$ cat src/design/ssp_fifo.sv
module ssp_fifo #(
  parameter type         T     = logic,
  parameter int unsigned DEPTH = 4
) (
  input  logic clk_i,
  input  logic rst_ni,
  input  logic wr_valid_i,
  output logic wr_ready_o,
  input  T     wr_data_i,
  output logic rd_valid_o,
  input  logic rd_ready_i,
  output T     rd_data_o
);

  localparam int unsigned AW = (DEPTH > 1) ? $clog2(DEPTH) : 1;
  localparam int unsigned CW = $clog2(DEPTH + 1);

  T              mem_q [DEPTH];
  logic [AW-1:0] wr_ptr_q, wr_ptr_d, rd_ptr_q, rd_ptr_d;
  logic [CW-1:0] cnt_q, cnt_d;
  logic          do_wr, do_rd;

  assign wr_ready_o = (cnt_q != CW'(DEPTH));
  assign rd_valid_o = (cnt_q != '0);
  assign rd_data_o  = mem_q[rd_ptr_q];
  assign do_wr      = wr_valid_i && wr_ready_o;
  assign do_rd      = rd_valid_o && rd_ready_i;

  // Pointer and fill count update.
  always_comb begin
    wr_ptr_d = wr_ptr_q;
    rd_ptr_d = rd_ptr_q;
    cnt_d    = cnt_q;
    if (do_wr) begin
      wr_ptr_d = (wr_ptr_q == AW'(DEPTH - 1)) ? '0 : wr_ptr_q + AW'(1);
    end
    if (do_rd) begin
      rd_ptr_d = (rd_ptr_q == AW'(DEPTH - 1)) ? '0 : rd_ptr_q + AW'(1);
    end
    if (do_wr && !do_rd) begin
      cnt_d = cnt_q + CW'(1);
    end else if (do_rd && !do_wr) begin
      cnt_d = cnt_q - CW'(1);
    end
  end

  always_ff @(posedge clk_i or negedge rst_ni) begin
    if (!rst_ni) begin
      wr_ptr_q <= '0;
      rd_ptr_q <= '0;
      cnt_q    <= '0;
    end else begin
      wr_ptr_q <= wr_ptr_d;
      rd_ptr_q <= rd_ptr_d;
      cnt_q    <= cnt_d;
    end
  end

  // Storage needs no reset.
  always_ff @(posedge clk_i) begin
    if (do_wr) begin
      mem_q[wr_ptr_q] <= wr_data_i;
    end
  end

endmodule

$ cat config.mk
export PLATFORM = sky130hd
export DESIGN_NAME = ssp_fifo
export DESIGN_NICKNAME = d
export VERILOG_FILES = /design/src/design/ssp_fifo.sv
export SDC_FILE = /design/constraint.sdc
export NUM_CORES = 1
export LEC_CHECK = 0
export BUFFER_PORTS_ARGS = -buffer_cell sky130_fd_sc_hd__buf_4
export CORE_AREA = 2 2 39 41
export DETAILED_ROUTE_END_ITERATION = 7
export DIE_AREA = 0 0 41 43
export PLACE_DENSITY = 0.61
export RECOVER_POWER = 50
export SYNTH_ARGS = -nofsm -noshare
export SYNTH_HDL_FRONTEND = slang
export SYNTH_SLANG_ARGS = --single-unit
$ cat constraint.sdc
create_clock -name clk_i -period 2.5 [get_ports clk_i]
set_input_delay 0.5 -clock clk_i [delete_from_list [all_inputs] [get_ports clk_i]]
set_output_delay 0.5 -clock clk_i [all_outputs]
set_load 0.01 [all_outputs]
==> flow_summary.ini <==
[clocking]
cts_tree = built
cts_max_path_buffers = 2
cts_inserted_buffers = 3
worst_skew_pair.late_latency_ps = 270
cts_resized = 0
cts.reportedPaths.clkPinSlew_ps = 70
cts_root_buffer = sky130_fd_sc_hd__clkbuf_4
ctsHoldBuffers = 0
clock_sink_count = 11
post_cts.repair.setup_buffers = 0
ctsHtreeMaxLevel = 1

[grt]
globalRoute.totalOverflow = 0
via_count_of_the_first_global_routing_pass = 378
grt.total_usage_pct = 13.52
grt_antenna_before_repair = 0
maximum_number_of_pins_on_one_net_before_global_route_repair = 8
grt_pass1_wl_um = 1518

[power]
leakagePower_nw = 0.3050
comb_power_share_pct = 43.7
int_power_w = 0.0005367
power.total_w = 0.0008216
pwr_density_cell_mw_per_mm2 = 1203
net_switching_power_of_the_design_w = 0.0002850
pwr-share-seq_pct = 41.7
power.ir.vdd_worst_mv = 0.4575
p_clk_share_pct = 14.6
switching_share_of_total_power_pct = 34.68

[synthesis]
ys_seq_area_share_pct = 49.89
ys_seq_elements = 11
syn_area_um2 = 591.8
ys_types = 16
synth-main-ff-cell = sky130_fd_sc_hd__dfrtp_1
yosysTopAreaCell = sky130_fd_sc_hd__dfrtp_1
avg_inst_size_synth_um2 = 14.09
synth-warning-count = 0
netlist.area_leader.share_pct = 29.60
synthTopCellsByArea = sky130_fd_sc_hd__dfrtp_1 30%, sky130_fd_sc_hd__edfxtp_1 20%, sky130_fd_sc_hd__ha_1 13%, sky130_fd_sc_hd__mux2_2 5.7%, sky130_fd_sc_hd__mux2_4 5.1%
nets_in_the_synthesized_netlist = 54
async_reset_ff_share_pct = 63.64
synth_most_common_cell = sky130_fd_sc_hd__dfrtp_1
netlist_instances = 42
ys_top_cells_by_count = 7 x sky130_fd_sc_hd__dfrtp_1, 6 x sky130_fd_sc_hd__ha_1, 4 x sky130_fd_sc_hd__and2_1, 4 x sky130_fd_sc_hd__edfxtp_1, 4 x sky130_fd_sc_hd__nor2_1
synth-edff-count = 4

[timing]
final.setup.worst_slack_ps = 417.3
slew_violations = 0
period_minus_slack_ps = 2083
setup_viol = 0
finClkSkew_ps = 1.414
final.setup.tns_ps = 0
max_slew_margin_vs_limit_pct = 74.49
hold_violations = 0
worst-slew-pin-transition_ps = 382.7
max_freq_mhz = 480.1
unrepaired_setup_endpoints_after_global_routing = no
min_period_over_period_pct = 83.31

[placement]
place.gp.congestion = 0.7267
detailed_place.area_um2 = 664.4
portBuffers = 7
preCtsSetupSlack_ps = 391.5
post-dp-hpwl_um = 699.9

[die]
die-area_mm2 = 0.001763
dieHeight_um = 43
floorplan.rows = 14
initial_utilization_pct = 42.77
core_area_mm2 = 0.001384
floorplan.io_pins = 8
die_width_um = 41

[drt]
detailroute.via_count = 336
detail_route.iter0.violations = 2
antenna_left = 0
avgRoutedWirePerCell_um = 12.58
wirelength_um = 868
route.detailed.drc = 0
drt_pre_antenna_iters = 2
detailed_route_vias_per_instance = 4.870

[cells_and_area]
synthToLayoutAreaGrowth_pct = 15.43
diodes = 0
register_area_um2 = 295.3
fin_nets = 66
fraction_of_final_layout_cells_with_drive_strength_greater_than_1_pct = 32.08
finalInstanceArea_um2 = 683.2
area_of_combinational_cells_with_multiple_inputs_um2 = 285.3
fillCellCount = 121

[setup_path]
worst_setup_path_end_kind = flip-flop
critPathArrivalTime_ps = 2280
setup.worst_path.class = flip-flop to flip-flop
critical_path_peak_fanout = 4
worst_ep_required_time_ps = 2690
timing.critical_path.from_type = flip-flop

[run]
drv.max_cap_violation_count = 0

[status]
run_status = finished, final reports clean

[min_path]
hold_path.class = input pin to asynchronous set/reset pin
==> power groups by stage <==
| stage | logic [W] | registers [W] | clock network, W |
|---|---|---|---|
| 3_3_place_gp | 0.000336 | 0.000337 | 0 |
| 6_report | 0.000359 | 0.000342 | 0.000120 |
| 5_1_grt | 0.000412 | 0.000353 | 0.000131 |
| 2_1_floorplan | 0.000275 | 0.000327 | 0 |
| 3_5_place_dp | 0.000369 | 0.000346 | 0 |
| 4_1_cts | 0.000368 | 0.000343 | 0.000124 |
==> worst paths after layout <==
path / start / to / slack [ps] / cells after the start
setup reg to reg: cnt_q[1] / cnt_q[2] / 420 / 8
hold reg to reg: cnt_q[2] / cnt_q[2] / 550 / 1
min in group clk_i: wr_data_i / mem_q[2] / 510 / 1
hold / removal: rst_ni / cnt_q[2] / 120 / 1
max in group asynchronous: rst_ni / rd_ptr_q[1] / 2110 / 1
setup / recovery: cnt_q[1] / cnt_q[2] / 420 / 8
==> state kept, by name (all words and copies together), names as in the netlist <==
name / flops
cnt_q: 3
mem_q: 4
rd_ptr_q: 2
wr_ptr_q: 2
==> per-stage QoR <==
stage	util, %	hold WS, ps	std cells
6_report	49.37	116.2	69
5_1_grt	49.37	161.0	69
4_1_cts	49.91	27.34	69
3_5_place_dp	48.01	320.0	65
3_3_place_gp	48.01	316.8	65
2_1_floorplan	-	204.4	42
==> cell families after synthesis <==
group                      count (synthesis)  share of synthesized area, %
buffers and inverters                      3                         1.903
and+or+nand+nor                           11                         11.20
muxes                                      6                         14.59
DFF                                       11                         49.90
AOI/OAI and AO/OA                          1                         1.903
adders and majority gates                  7                         16.07
xor gates and xnor gates                   3                         4.441
==> layer usage <==
layer	global-route usage (%)	up-vias	part of all wire, %	routed length (um)
met5	0	-	0	0
met4	10.00	0	2.9	25
met3	3.141	4	3.2	28
met2	21.25	6	52	451
met1	14.78	165	42	363
li1	-	161	-	-
==> critical path, stage by stage, from the launching register on <==
cell and delay, ps:
sky130_fd_sc_hd__dfrtp_1 430, sky130_fd_sc_hd__or3_4 420, sky130_fd_sc_hd__nand2_4 100, sky130_fd_sc_hd__ha_1 190
sky130_fd_sc_hd__inv_1 80, sky130_fd_sc_hd__fa_1 370, sky130_fd_sc_hd__xor2_1 150, sky130_fd_sc_hd__nor2_1 110
sky130_fd_sc_hd__xor2_1 150
==> cell usage in the layout, fill, tap and decap left out, drive strengths merged <==
| cell | count |
|---|---|
| dfrtp | 7 |
| ha | 6 |
| clkbuf | 6 |
| buf | 5 |
| mux2 | 5 |
| nor2 | 4 |
| and2 | 4 |
| edfxtp | 4 |
| inv | 3 |
| xor2 | 2 |
| nand2 | 2 |
| a21boi | 1 |
| or3 | 1 |
| mux4 | 1 |
| xnor2 | 1 |
| fa | 1 |
==> layout make-up <==
| cell class | count | area share [%] |
|---|---|---|
| Tap cell | 16 | 2.930 |
| Sequential cell | 11 | 43.22 |
| Timing Repair Buffer | 7 | 6.593 |
| Multi-Input combinational cell | 28 | 41.76 |
| Clock buffer | 4 | 3.846 |
| Inverter | 3 | 1.648 |
Power figures use the tool's default switching activity.
